--- src/ptn_pkg.sv ---
// Shared constants and types for the plain text normaliser.
package ptn_pkg;

    localparam int MAX_WS     = 32;
    localparam int WS_CNT_W   = $clog2(MAX_WS + 1);
    localparam int WS_IDX_W   = (MAX_WS > 1) ? $clog2(MAX_WS) : 1;
    localparam int FIFO_DEPTH = 2;

    localparam logic [7:0] BYTE_MARK0 = 8'hEF;
    localparam logic [7:0] BYTE_MARK1 = 8'hBB;
    localparam logic [7:0] BYTE_MARK2 = 8'hBF;
    localparam logic [7:0] BYTE_LF    = 8'h0A;
    localparam logic [7:0] BYTE_CR    = 8'h0D;
    localparam logic [7:0] BYTE_TAB   = 8'h09;
    localparam logic [7:0] BYTE_SPACE = 8'h20;
    localparam logic [7:0] CTRL_LIMIT = 8'h20;

    localparam logic [1:0] MAX_BLANK_RESET = 2'd2;
    localparam logic [1:0] BLANK_SAT       = 2'd3;

    // Work for the back end: marks, then held LFs, then held whitespace, then the text byte.
    typedef struct packed {
        logic [1:0]          marks;
        logic [2:0]          nl;
        logic [WS_CNT_W-1:0] ws_cnt;
        logic [MAX_WS-1:0]   ws_kinds;
        logic                txt;
        logic [7:0]          txt_byte;
        logic                last;
        logic                ovf;
    } t_cmd;

endpackage

--- src/ptn_cmd_fifo.sv ---
// Short command queue between the classifier and the output sequencer.
module ptn_cmd_fifo (
    input  logic          i_clk,
    input  logic          i_rst_n,
    input  logic          i_push,
    input  ptn_pkg::t_cmd i_data,
    input  logic          i_pop,
    output ptn_pkg::t_cmd o_data,
    output logic          o_full,
    output logic          o_empty
);

    localparam int PTR_W = (ptn_pkg::FIFO_DEPTH > 1) ? $clog2(ptn_pkg::FIFO_DEPTH) : 1;
    localparam int CNT_W = $clog2(ptn_pkg::FIFO_DEPTH + 1);
    localparam logic [PTR_W-1:0] PTR_LAST = PTR_W'(ptn_pkg::FIFO_DEPTH - 1);

    ptn_pkg::t_cmd    r_mem [ptn_pkg::FIFO_DEPTH];
    logic [PTR_W-1:0] r_wr_ptr;
    logic [PTR_W-1:0] r_rd_ptr;
    logic [CNT_W-1:0] r_count;
    logic             wr_en;
    logic             rd_en;

    assign o_full  = (r_count == CNT_W'(ptn_pkg::FIFO_DEPTH));
    assign o_empty = (r_count == '0);
    assign wr_en   = i_push && !o_full;
    assign rd_en   = i_pop && !o_empty;
    assign o_data  = r_mem[r_rd_ptr];

    always_ff @(posedge i_clk) begin
        if (!i_rst_n) begin
            r_wr_ptr <= '0;
            r_rd_ptr <= '0;
            r_count  <= '0;
        end else begin
            if (wr_en) begin
                r_wr_ptr <= (r_wr_ptr == PTR_LAST) ? '0 : r_wr_ptr + PTR_W'(1);
            end
            if (rd_en) begin
                r_rd_ptr <= (r_rd_ptr == PTR_LAST) ? '0 : r_rd_ptr + PTR_W'(1);
            end
            if (wr_en && !rd_en) begin
                r_count <= r_count + CNT_W'(1);
            end else if (rd_en && !wr_en) begin
                r_count <= r_count - CNT_W'(1);
            end
        end
    end

    always_ff @(posedge i_clk) begin
        if (wr_en) begin
            r_mem[r_wr_ptr] <= i_data;
        end
    end

endmodule

--- src/ptn_front.sv ---
// Classifier: tracks line, mark and whitespace state and queues output work.
module ptn_front (
    input  logic          i_clk,
    input  logic          i_rst_n,
    input  logic          i_push,
    input  logic [7:0]    i_in_byte,
    input  logic          i_last,
    input  logic          i_cfg_wr_en,
    input  logic [1:0]    i_cfg_wr_data,
    input  logic          i_cmd_full,
    output logic          o_cmd_push,
    output ptn_pkg::t_cmd o_cmd
);

    logic                         r_at_start,   n_at_start;
    logic [1:0]                   r_bom_cnt,    n_bom_cnt;
    logic                         r_cr_seen,    n_cr_seen;
    logic                         r_line_text,  n_line_text;
    logic [1:0]                   r_blank_run,  n_blank_run;
    logic [2:0]                   r_pend_nl,    n_pend_nl;
    logic [ptn_pkg::WS_CNT_W-1:0] r_ws_cnt,     n_ws_cnt;
    logic [ptn_pkg::MAX_WS-1:0]   r_ws_kinds,   n_ws_kinds;
    logic                         r_ovf,        n_ovf;
    logic [1:0]                   r_max_blank;

    logic       accept;
    logic       do_plain;
    logic       nl_ev;
    logic [7:0] exp_byte;
    logic [1:0] marks;

    assign accept = i_push && !i_cmd_full;

    always_comb begin
        n_at_start  = r_at_start;
        n_bom_cnt   = r_bom_cnt;
        n_cr_seen   = r_cr_seen;
        n_line_text = r_line_text;
        n_blank_run = r_blank_run;
        n_pend_nl   = r_pend_nl;
        n_ws_cnt    = r_ws_cnt;
        n_ws_kinds  = r_ws_kinds;
        n_ovf       = r_ovf;
        do_plain    = 1'b0;
        nl_ev       = 1'b0;
        marks       = 2'b00;
        o_cmd       = '0;
        o_cmd_push  = 1'b0;

        case (r_bom_cnt)
            2'd0:    exp_byte = ptn_pkg::BYTE_MARK0;
            2'd1:    exp_byte = ptn_pkg::BYTE_MARK1;
            default: exp_byte = ptn_pkg::BYTE_MARK2;
        endcase

        if (accept) begin
            if (r_at_start) begin
                if (i_in_byte == exp_byte) begin
                    if (r_bom_cnt >= 2'd2) begin
                        n_bom_cnt  = 2'd0;
                        n_at_start = 1'b0;
                    end else begin
                        n_bom_cnt = r_bom_cnt + 2'd1;
                        if (i_last) begin
                            marks = (r_bom_cnt == 2'd0) ? 2'b01 : 2'b11;
                        end
                    end
                end else begin
                    case (r_bom_cnt)
                        2'd0:    marks = 2'b00;
                        2'd1:    marks = 2'b01;
                        default: marks = 2'b11;
                    endcase
                    n_bom_cnt  = 2'd0;
                    n_at_start = 1'b0;
                    do_plain   = 1'b1;
                end
            end else begin
                do_plain = 1'b1;
            end

            // released mark bytes count as text on the line
            if (marks != 2'b00) begin
                n_line_text = 1'b1;
            end

            if (do_plain) begin
                if (i_in_byte == ptn_pkg::BYTE_CR) begin
                    n_cr_seen = 1'b1;
                    nl_ev     = 1'b1;
                end else if (i_in_byte == ptn_pkg::BYTE_LF) begin
                    if (n_cr_seen) begin
                        n_cr_seen = 1'b0;
                    end else begin
                        nl_ev = 1'b1;
                    end
                end else begin
                    n_cr_seen = 1'b0;
                    if (i_in_byte == ptn_pkg::BYTE_SPACE || i_in_byte == ptn_pkg::BYTE_TAB) begin
                        if (n_ws_cnt < ptn_pkg::WS_CNT_W'(ptn_pkg::MAX_WS)) begin
                            n_ws_kinds[n_ws_cnt[ptn_pkg::WS_IDX_W-1:0]] =
                                (i_in_byte == ptn_pkg::BYTE_TAB);
                            n_ws_cnt = n_ws_cnt + ptn_pkg::WS_CNT_W'(1);
                        end else begin
                            n_ovf = 1'b1;
                        end
                    end else if (i_in_byte >= ptn_pkg::CTRL_LIMIT) begin
                        o_cmd.nl       = n_pend_nl;
                        o_cmd.ws_cnt   = n_ws_cnt;
                        o_cmd.ws_kinds = n_ws_kinds;
                        o_cmd.txt      = 1'b1;
                        o_cmd.txt_byte = i_in_byte;
                        n_pend_nl      = 3'd0;
                        n_ws_cnt       = '0;
                        n_ws_kinds     = '0;
                        n_line_text    = 1'b1;
                    end
                end

                if (nl_ev) begin
                    if (n_line_text) begin
                        n_pend_nl   = 3'd1;
                        n_blank_run = 2'd0;
                    end else begin
                        if (n_blank_run < r_max_blank) begin
                            n_pend_nl = n_pend_nl + 3'd1;
                        end
                        if (n_blank_run < ptn_pkg::BLANK_SAT) begin
                            n_blank_run = n_blank_run + 2'd1;
                        end
                    end
                    n_line_text = 1'b0;
                    n_ws_cnt    = '0;
                    n_ws_kinds  = '0;
                end
            end

            o_cmd.marks = marks;
            o_cmd.last  = i_last;
            o_cmd.ovf   = n_ovf;
            o_cmd_push  = (marks != 2'b00) || o_cmd.txt || i_last;

            if (i_last) begin
                n_at_start  = 1'b1;
                n_bom_cnt   = 2'd0;
                n_cr_seen   = 1'b0;
                n_line_text = 1'b0;
                n_blank_run = 2'd0;
                n_pend_nl   = 3'd0;
                n_ws_cnt    = '0;
                n_ws_kinds  = '0;
            end
        end
    end

    always_ff @(posedge i_clk) begin
        if (!i_rst_n) begin
            r_at_start  <= 1'b1;
            r_bom_cnt   <= 2'd0;
            r_cr_seen   <= 1'b0;
            r_line_text <= 1'b0;
            r_blank_run <= 2'd0;
            r_pend_nl   <= 3'd0;
            r_ws_cnt    <= '0;
            r_ws_kinds  <= '0;
            r_ovf       <= 1'b0;
            r_max_blank <= ptn_pkg::MAX_BLANK_RESET;
        end else begin
            r_at_start  <= n_at_start;
            r_bom_cnt   <= n_bom_cnt;
            r_cr_seen   <= n_cr_seen;
            r_line_text <= n_line_text;
            r_blank_run <= n_blank_run;
            r_pend_nl   <= n_pend_nl;
            r_ws_cnt    <= n_ws_cnt;
            r_ws_kinds  <= n_ws_kinds;
            r_ovf       <= n_ovf;
            if (i_cfg_wr_en) begin
                r_max_blank <= i_cfg_wr_data;
            end
        end
    end

endmodule

--- src/ptn_back.sv ---
// Output sequencer: expands a queued command, one result per cycle unless held.
module ptn_back (
    input  logic          i_clk,
    input  logic          i_rst_n,
    input  ptn_pkg::t_cmd i_cmd,
    input  logic          i_cmd_empty,
    output logic          o_cmd_pop,
    input  logic          i_pop,
    output logic          o_empty,
    output logic [7:0]    o_out_byte,
    output logic          o_has_byte,
    output logic          o_end_of_stream,
    output logic          o_ws_overflow
);

    logic                         r_busy;
    logic [1:0]                   r_marks,  n_marks;
    logic [2:0]                   r_nl,     n_nl;
    logic [ptn_pkg::WS_CNT_W-1:0] r_ws,     n_ws;
    logic [ptn_pkg::MAX_WS-1:0]   r_kinds,  n_kinds;
    logic                         r_txt,    n_txt;
    logic [7:0]                   r_byte;
    logic                         r_last;
    logic                         r_ovf;

    logic                         r_out_valid;
    logic [7:0]                   r_out_byte;
    logic                         r_out_has;
    logic                         r_out_eos;
    logic                         r_out_ovf;

    logic       load;
    logic       emit;
    logic       e_final;
    logic       e_has;
    logic [7:0] e_byte;

    assign load      = !r_busy && !i_cmd_empty;
    assign emit      = r_busy && (!r_out_valid || i_pop);
    assign o_cmd_pop = load;

    always_comb begin
        n_marks = r_marks;
        n_nl    = r_nl;
        n_ws    = r_ws;
        n_kinds = r_kinds;
        n_txt   = r_txt;
        e_has   = 1'b1;
        e_byte  = 8'h00;
        if (r_marks != 2'b00) begin
            e_byte  = r_marks[0] ? ptn_pkg::BYTE_MARK0 : ptn_pkg::BYTE_MARK1;
            n_marks = r_marks[0] ? (r_marks & 2'b10) : 2'b00;
        end else if (r_nl != 3'd0) begin
            e_byte = ptn_pkg::BYTE_LF;
            n_nl   = r_nl - 3'd1;
        end else if (r_ws != '0) begin
            e_byte  = r_kinds[0] ? ptn_pkg::BYTE_TAB : ptn_pkg::BYTE_SPACE;
            n_ws    = r_ws - ptn_pkg::WS_CNT_W'(1);
            n_kinds = r_kinds >> 1;
        end else if (r_txt) begin
            e_byte = r_byte;
            n_txt  = 1'b0;
        end else begin
            // bare end-of-stream marker
            e_has = 1'b0;
        end
        e_final = (n_marks == 2'b00) && (n_nl == 3'd0) && (n_ws == '0) && !n_txt;
    end

    always_ff @(posedge i_clk) begin
        if (!i_rst_n) begin
            r_busy      <= 1'b0;
            r_out_valid <= 1'b0;
        end else begin
            if (load) begin
                r_busy <= 1'b1;
            end else if (emit && e_final) begin
                r_busy <= 1'b0;
            end
            if (emit) begin
                r_out_valid <= 1'b1;
            end else if (i_pop) begin
                r_out_valid <= 1'b0;
            end
        end
    end

    always_ff @(posedge i_clk) begin
        if (load) begin
            r_marks <= i_cmd.marks;
            r_nl    <= i_cmd.nl;
            r_ws    <= i_cmd.ws_cnt;
            r_kinds <= i_cmd.ws_kinds;
            r_txt   <= i_cmd.txt;
            r_byte  <= i_cmd.txt_byte;
            r_last  <= i_cmd.last;
            r_ovf   <= i_cmd.ovf;
        end else if (emit) begin
            r_marks <= n_marks;
            r_nl    <= n_nl;
            r_ws    <= n_ws;
            r_kinds <= n_kinds;
            r_txt   <= n_txt;
        end
        if (emit) begin
            r_out_byte <= e_byte;
            r_out_has  <= e_has;
            r_out_eos  <= e_final && r_last;
            r_out_ovf  <= r_ovf;
        end
    end

    assign o_empty         = !r_out_valid;
    assign o_out_byte      = r_out_byte;
    assign o_has_byte      = r_out_has;
    assign o_end_of_stream = r_out_eos;
    assign o_ws_overflow   = r_out_ovf;

endmodule

--- src/plain_text_normalizer.sv ---
// Top level of the plain text normaliser.
// Input side is a queue write port: a byte transaction (i_in_byte, i_last)
// is taken on a clock edge with push high and full low; i_last marks the
// final byte of a file. Results come out of a queue read port: while empty
// is low the oldest result sits on o_out_byte, o_has_byte, o_end_of_stream
// and o_ws_overflow, and pop takes it. o_has_byte low is a bare end marker.
// max_blank_lines is written through i_cfg_wr_en / i_cfg_wr_data; the user
// must write it only while idle: the block does not enforce this. A byte
// that yields output passes the command queue and the sequencer's registers
// to reach the result ports. The classifier takes one byte per cycle while
// full is low; held newlines and whitespace come out one per cycle while
// pop keeps up, and full rises once the 2-entry command queue fills.
// Reset empties the queue and output register, clears all stream state and
// the overflow flag, and sets max_blank_lines to 2. When pop stays low the
// output register holds its result, the sequencer and queue fill, and full
// then stalls the input.
module plain_text_normalizer (
    input  logic       i_clk,
    input  logic       i_rst_n,
    input  logic       push,
    output logic       full,
    input  logic [7:0] i_in_byte,
    input  logic       i_last,
    input  logic       i_cfg_wr_en,
    input  logic [1:0] i_cfg_wr_data,
    output logic       empty,
    input  logic       pop,
    output logic [7:0] o_out_byte,
    output logic       o_has_byte,
    output logic       o_end_of_stream,
    output logic       o_ws_overflow
);

    ptn_pkg::t_cmd front_cmd;
    ptn_pkg::t_cmd head_cmd;
    logic          cmd_push;
    logic          cmd_pop;
    logic          cmd_full;
    logic          cmd_empty;

    assign full = cmd_full;

    ptn_front u_front (
        .i_clk         (i_clk),
        .i_rst_n       (i_rst_n),
        .i_push        (push),
        .i_in_byte     (i_in_byte),
        .i_last        (i_last),
        .i_cfg_wr_en   (i_cfg_wr_en),
        .i_cfg_wr_data (i_cfg_wr_data),
        .i_cmd_full    (cmd_full),
        .o_cmd_push    (cmd_push),
        .o_cmd         (front_cmd)
    );

    ptn_cmd_fifo u_fifo (
        .i_clk   (i_clk),
        .i_rst_n (i_rst_n),
        .i_push  (cmd_push),
        .i_data  (front_cmd),
        .i_pop   (cmd_pop),
        .o_data  (head_cmd),
        .o_full  (cmd_full),
        .o_empty (cmd_empty)
    );

    ptn_back u_back (
        .i_clk           (i_clk),
        .i_rst_n         (i_rst_n),
        .i_cmd           (head_cmd),
        .i_cmd_empty     (cmd_empty),
        .o_cmd_pop       (cmd_pop),
        .i_pop           (pop),
        .o_empty         (empty),
        .o_out_byte      (o_out_byte),
        .o_has_byte      (o_has_byte),
        .o_end_of_stream (o_end_of_stream),
        .o_ws_overflow   (o_ws_overflow)
    );

endmodule

--- config.mk ---
export PLATFORM = sky130hd
export DESIGN_NAME = plain_text_normalizer
export DESIGN_NICKNAME = d
export VERILOG_FILES = /design/src/ptn_pkg.sv /design/src/ptn_cmd_fifo.sv /design/src/ptn_front.sv /design/src/ptn_back.sv /design/src/plain_text_normalizer.sv
export SDC_FILE = /design/constraint.sdc
export NUM_CORES = 1
export LEC_CHECK = 0
export ABC_AREA = 1
export BUFFER_PORTS_ARGS = -buffer_cell sky130_fd_sc_hd__buf_2
export CAP_MARGIN = 20
export CORE_MARGIN = 3
export CORE_UTILIZATION = 56
export CTS_BUF_LIST = sky130_fd_sc_hd__clkbuf_8 sky130_fd_sc_hd__clkbuf_16
export DETAILED_ROUTE_END_ITERATION = 8
export GPL_TIMING_DRIVEN = 0
export PLACE_DENSITY = 0.75
export SYNTH_ARGS = -nofsm -noshare
export SYNTH_HDL_FRONTEND = slang
export SYNTH_SLANG_ARGS = --single-unit
--- constraint.sdc ---
create_clock -name i_clk -period 3.73 [get_ports i_clk]
set_input_delay 0.1865 -clock i_clk [delete_from_list [all_inputs] [get_ports i_clk]]
set_output_delay 0.1865 -clock i_clk [all_outputs]
set_load 0.02 [all_outputs]
# [Yosys cells after proc, flatten, opt, wreduce, memory -nomap -nowiden]
# Memory sizes are Yosys's and may differ from the RTL's. A register that Yosys moved wholly into a read port is not among the register bits.
# Cells that the tools add are included.
[op_classes] add_sub_neg=10 n_mul=0 div=0 order_cmp=7 eq_ne=12 n_shift=0 n_mux=127 bitwise=0 reduce_logical=49
[ops] operator="two-way mux 32 bit" count=13
[ops] operator="two-way mux 50 bit" count=6
[ops] operator="two-way mux 6 bit" count=14
[ops] operator="two-way mux 54 bit" count=1
[ops] operator="two-way mux 1 bit" count=48
[ops] operator="two-way mux 3 bit" count=15
[ops] operator="two-way mux 2 bit" count=21
[ops] operator="bitwise mux 32 bit" count=1
[ops] operator="two-way mux 8 bit" count=4
[ops] operator="== test 8 x 4 -> 1 bit, second input constant" count=3
[ops] operator="nonzero test 2 bit" count=10
[ops] operator="one-hot mux 7 bit (2 select lines)" count=1
[ops] operator="logical AND 1 bit" count=13
[ops] operator="== test 8 x 6 -> 1 bit, second input constant" count=1
[ops] operator="== test 8 bit" count=1
[ops] operator=">= comparator 8 x 6 -> 1 bit, second input constant" count=1
[ops] operator="AND reduction 4 bit" count=2
[ops] operator="zero test 1 bit" count=7
[ops] operator="two-way mux 7 bit" count=1
[ops] operator="adder 2 x 1 -> 2 bit, second input constant" count=3
[ops] operator="adder 6 x 1 -> 6 bit, second input constant" count=1
[ops] operator="zero test 2 bit" count=3
[ops] operator="zero test 6 bit" count=1
[ops] operator="< comparator 5 x 6 -> 1 bit, second input constant" count=1
[ops] operator="25 further kinds" count=33
[totals] ff_bits=122 latchBits=0 ramBits=108 mem_bits_ro=0 inputBits=16 out_inout_bits=13 elab_cells=233 mem_count=1
[mem_list] name="u_fifo.r_mem" words=2 word_bits=54 read_ports=1 rd_ports_with_merged_regs=1 write_ports=1 line="ptn_cmd_fifo.sv:17" text="ptn_pkg::t_cmd r_mem [ptn_pkg::FIFO_DEPTH];"

# [Logic depth before layout (Yosys ltp)]
[logic_depth] depth_word=19 mapped_depth=16 ltp_nobuf=16

# [By module]
# From an unflattened synthesis, not the netlist that was laid out.
[hier_totals] hier_cells=1120 hier_area_um2=10886.7
[modules_own_cells] mod="ptn_cmd_fifo" n_inst=1 cells_per_inst=206 area_each_um2=4395.5 seq_area_each_um2=3343.2
[modules_own_cells] mod="ptn_front" n_inst=1 cells_per_inst=600 area_each_um2=3413.3 seq_area_each_um2=1021.0
[modules_own_cells] mod="ptn_back" n_inst=1 cells_per_inst=314 area_each_um2=3078.0 seq_area_each_um2=1991.9

# [Worst setup path after synthesis]
# Ideal clock, no wire load.
[synth_path] path_kind="register -> register" from="register u_front.r_bom_cnt[0]" to="memory u_fifo.r_mem[1][0] in the netlist's numbering, enable pin" setup_time_ns=0.467 arrival_time_ns=3.493 required_time_ns=3.263 setup_slack_ns=-0.231 path_stages_with_launch=10 n_path_buf=0 period_less_slack_ns=3.961 path_cell_list="dfxtp_1 > nor2_2 > nand2_1 > nand2_1 > nand3_2 > nand2_1 > nand3_1 > nand3_1 > nand2_1 > nor2_1"
[synth_between] elab_chain_cells=14 word_cells_on_any_way=24 classes_between="1 x order compare; 2 x eq/ne; 16 x mux; 5 x reduce/logical"
[synth_rtl] item="from (decl)" line="ptn_front.sv:16" text="logic [1:0] r_bom_cnt, n_bom_cnt;"
[synth_rtl] item="from (signal assigned)" line="ptn_front.sv:170" text="r_bom_cnt <= n_bom_cnt;"
[synth_rtl] item="== test 2 x 1 -> 1 bit / zero test 2 bit (equally long branches)" line="ptn_front.sv:50, ptn_front.sv:69, ptn_front.sv:65"
[synth_rtl] item="one-hot mux 7 bit (2 select lines) / two-way mux 2 bit (equally long branches)" line="ptn_front.sv:50, ptn_front.sv:65"
[synth_rtl] item="== test 8 bit / two-way mux 2 bit (equally long branches)" line="ptn_front.sv:58, ptn_front.sv:64"
[synth_rtl] item="two-way mux 1 bit / two-way mux 2 bit (equally long branches)" line="ptn_front.sv:58, ptn_front.sv:59"
[synth_rtl] item="two-way mux 1 bit / two-way mux 2 bit (equally long branches)" line="ptn_front.sv:57, ptn_front.sv:58"
[synth_rtl] item="two-way mux 1 bit / two-way mux 2 bit (equally long branches)" line="ptn_front.sv:56, ptn_front.sv:57"
[synth_rtl] item="two-way mux 50 bit / two-way mux 2 bit (equally long branches)" line="ptn_front.sv:87, ptn_front.sv:56"
[synth_rtl] item="two-way mux 50 bit / nonzero test 2 bit (equally long branches)" line="ptn_front.sv:56, ptn_front.sv:141"
[synth_rtl] item="logical OR 1 bit * (2 in series)" line="ptn_front.sv:141" text="o_cmd_push = (marks != 2'b00) || o_cmd.txt || i_last;"
[synth_rtl] item="two-way mux 1 bit *" line="ptn_front.sv:56" text="if (accept) begin"
[synth_rtl] item="logical AND 1 bit *" line="ptn_cmd_fifo.sv:26" text="assign wr_en = i_push && !o_full;"
[synth_rtl] item="two-way mux 1 bit *" line="ptn_cmd_fifo.sv:51" text="if (wr_en) begin"
[synth_rtl] item="two-way mux 1 bit (implied by the code) *" line="ptn_cmd_fifo.sv:52" text="r_mem[r_wr_ptr] <= i_data;"
[synth_rtl] item="to (decl)" line="ptn_cmd_fifo.sv:17"
# Every way passes the cells marked *; elsewhere a longest branch is shown, timed or not. The select of a mux whose other input is x is not followed.

# [Worst setup path in the final report]
[layout_path] from="register u_front.r_bom_cnt[0]" to="memory u_fifo.r_mem[1][36] in the netlist's numbering, enable pin"
# The elaborated chain is that of the path after synthesis.

==> results_dict.tcl <==
set metrics [dict create \
    status "complete, no violations" \
    pre_cts_ws_ns 0.957 \
    ant_nets 0 \
    min_path_type "input port to flip-flop" \
    dp_hpwl_um 15200 \
    worstMarginPinSlew_ns 1.05 \
    cts_inserted_buffers 24 \
    yosysSeqAreaShare_pct 61.4 \
    final_layout_size_suffix_gt1_share_pct 10.5 \
    design_power_total_w 0.00849 \
    yosys_warnings 0 \
    synth_cells 1095 \
    setup-tns-final_ns 0 \
    num_rows 49 \
    r2r-start "u_front.r_bom_cnt[0]" \
    htree_levels 1 \
    crit_type "flip-flop to flip-flop" \
    worstPathRequired_ns 3.93 \
    synth_ff_type "edfxtp_1" \
    grt_overflow 0 \
    clkTransAtPathRegs_ns 0.06 \
    synth_common_cells "212 x nand2_1, 173 x edfxtp_1, 140 x nor2_1" \
    rrSetupSlack_ns 0.94 \
    synth.distinct_cells 41 \
    max-cap-violations 0 \
    core_um2 18100 \
    diodes 0 \
    drt_pass1_iterations 7 \
    p_leak_nw 4.60 \
    synth_area_um2 10400 \
    ys_seq_elements 231 \
    yosys-top-cells-area "edfxtp_1 50%, dfxtp_1 11%, nand2_1 7.7%" \
    io_pins 29 \
    seq_area_um2 6360 \
    grt_pass1_vias 7302 \
    hp-start "i_last" \
    postCtsSetupBuffers 0 \
    utilization_pct 65.3 \
    grt_pass1_wl_um 36600 \
    reg2reg_to "u_fifo.r_mem[1][36]" \
    final_cells 1403 \
    start_kind "flip-flop" \
    multi_input_area_um2 3270 \
    synth_top_area_share_pct 50.2 \
    tritoncts "built" \
    syn_to_final_growth_pct 14.0 \
    synth_top_area_cell "edfxtp_1" \
    slew_headroom_pct 29.9 \
    die_w_um 142 \
    reg2reg_depth 10 \
    min_period_over_period_pct 74.8 \
    wirelength_um 22500 \
    finalSetupViolCount 0 \
    drc 0 \
    port_buffers 27 \
    postSynthAreaPerCell_um2 9.46 \
    yosysMostFrequentCell "nand2_1" \
    cts_max_path_buffers 3 \
    fin_ws_ns 0.939 \
    grt_util_met2_pct 37.9 \
    max_freq_mhz 358 \
    rsz0062_at_grt "no" \
    period_minus_slack_ns 2.79 \
    skew_ns 0.0103 \
    clk_latency_ns 0.51 \
    crit_path_start "u_front.r_bom_cnt[0]" \
    finalHoldViolCount 0 \
    grtUsageTotal_pct 22.5 \
    die_area_um2 20200 \
    via_count 7604 \
    holdPathEnd "u_front.r_line_text" \
    synth_edf_count 173 \
    ir_drop_mv 0.509 \
    powerDensity_nw_per_um2 719 \
    cts_root_buffer "clkbuf_16" \
    synthesis.nets 1122 \
    cp_max_fo 32 \
    arrival_ns 2.99 \
    postSynth.asyncResetShare_pct 0 \
    fin_nets 1184 \
    cts_sinks 231 \
    grt_max_degree 33 \
    vias_per_cell 5.42 \
    busiest_layer "met2" \
    met1_usage_pct 31.6 \
    whs_path_depth 4 \
    fillers 1412 \
    grtUsageMet3_pct 2.62 \
    drtIter0Drc 508 \
    antenna_found_initial 0 \
    start_util_pct 57.3 \
    slew_viol_final 0 \
    dp_cells 1354 \
    cp-end-kind "flip-flop" \
    die_h_um 142 \
    wire_per_inst_um 16.0 \
    place_congestion 0.875 \
]
## per-stage QoR
step | instance area [um^2] | hold slack, ns
after detailed placement | 10900 | 0.405
after CTS | 11800 | 0.0563
after floorplan | 10400 | 0.298
after global routing | 11800 | 0.0944
final | 11800 | 0.0581
after global placement | 10800 | 0.405
## layout make-up
class	instances	share of cell area (%)
repair buffers	36	2.23
multi-input cells	673	27.7
well taps	229	2.43
clock buffers	25	5.30
inverters	146	4.64
plain buffers	45	1.78
clock inverters	18	2.10
flip-flops and latches	231	53.8
## report_power, final
group	switching [W]	total (W)	internal, W
Sequential	0.000197	0.00377	0.00357
Combinational	0.00147	0.00210	0.000629
Clock	0.000982	0.00261	0.00163
## cell usage in the layout, fill, tap and decap left out, types with 3 or more instances in the layout
| cell | instances |
|---|---|
| edfxtp_1 | 173 |
| clkbuf_16 | 25 |
| nand4_1 | 6 |
| nor2_1 | 138 |
| inv_1 | 141 |
| nor2_2 | 4 |
| a21oi_1 | 28 |
| inv_2 | 6 |
| buf_2 | 36 |
| buf_6 | 3 |
| clkinvlp_4 | 5 |
| clkbuf_1 | 27 |
| buf_1 | 4 |
| nand3_1 | 92 |
| mux2_2 | 14 |
| ha_1 | 11 |
| nand2_2 | 3 |
| o21ai_1 | 3 |
| dfxtp_1 | 58 |
| clkinv_1 | 3 |
| o21ai_0 | 117 |
| nor2_4 | 3 |
| nor3_1 | 6 |
| nand2_1 | 212 |
| mux2i_1 | 3 |
| bufinv_16 | 6 |
| dlygate4sd3_1 | 6 |
| xor2_1 | 5 |
| o211ai_1 | 6 |
## metal layers
metal  part of all wire [%]  vias to the layer above
met3                    5.7                       33
li1                       -                     3760
met1                     44                     3588
met4                    1.7                        0
met5                      0                        -
met2                     48                      223
## cell families (layout without fill, tap and decap cells)
group | Yosys count | in the layout | synth area share (%)
XOR/XNOR | 5 | 5 | 0.423
AO/OA/AOI/OAI | 162 | 162 | 8.18
AND/OR/NAND/NOR | 478 | 478 | 19.6
buffers and inverters | 191 | 270 | 7.32
multiplexers | 17 | 17 | 1.81
adder cells (fa/ha/maj) | 11 | 11 | 1.33
flip-flops | 231 | 231 | 61.4
## worst max-delay path by stage
stage,to,slack (ns),depth (start not counted)
after floorplan,u_fifo.r_mem[1][0],0.67,9
after global placement,u_fifo.r_mem[1][36],-0.33,9
after detailed placement,u_fifo.r_mem[1][36],0.96,10
after CTS,u_fifo.r_mem[1][6],0.95,10
after global routing,u_fifo.r_mem[1][34],0.64,10
final,u_fifo.r_mem[1][36],0.94,10
## worst max-delay path, stage by stage (launching register included)
cell and delay (ns):
dfxtp_1 0.37, nor2_2 0.25, nand2_1 0.09, nand2_1 0.10, nand3_2 0.15, nand2_1 0.09
nand3_1 0.21, nand3_1 0.14, nand2_1 0.15, nor2_4 0.60, buf_12 0.30
## registers in the layout, summed over array words and instances, names as in the netlist, 2 cells and up, named ones only
register             flops
u_back.r_ws              6
u_front.r_ws_kinds      32
u_back.r_nl              3
u_front.r_max_blank      2
u_back.o_out_byte        8
u_front.r_bom_cnt        2
u_back.r_byte            8
u_front.r_pend_nl        3
u_fifo.r_count           2
u_back.r_marks           2
u_fifo.r_mem           108
u_front.r_ws_cnt         6
u_front.r_blank_run      2
u_back.r_kinds          32
## repair_timing
item / in CTS / in global routing
endpoints found under the hold margin: 3 / 0
setup endpoints to repair: 0 / 0
hold buffers: 6 / 0
resized for setup: 0 / 0
(Power assumes the default switching activity.)
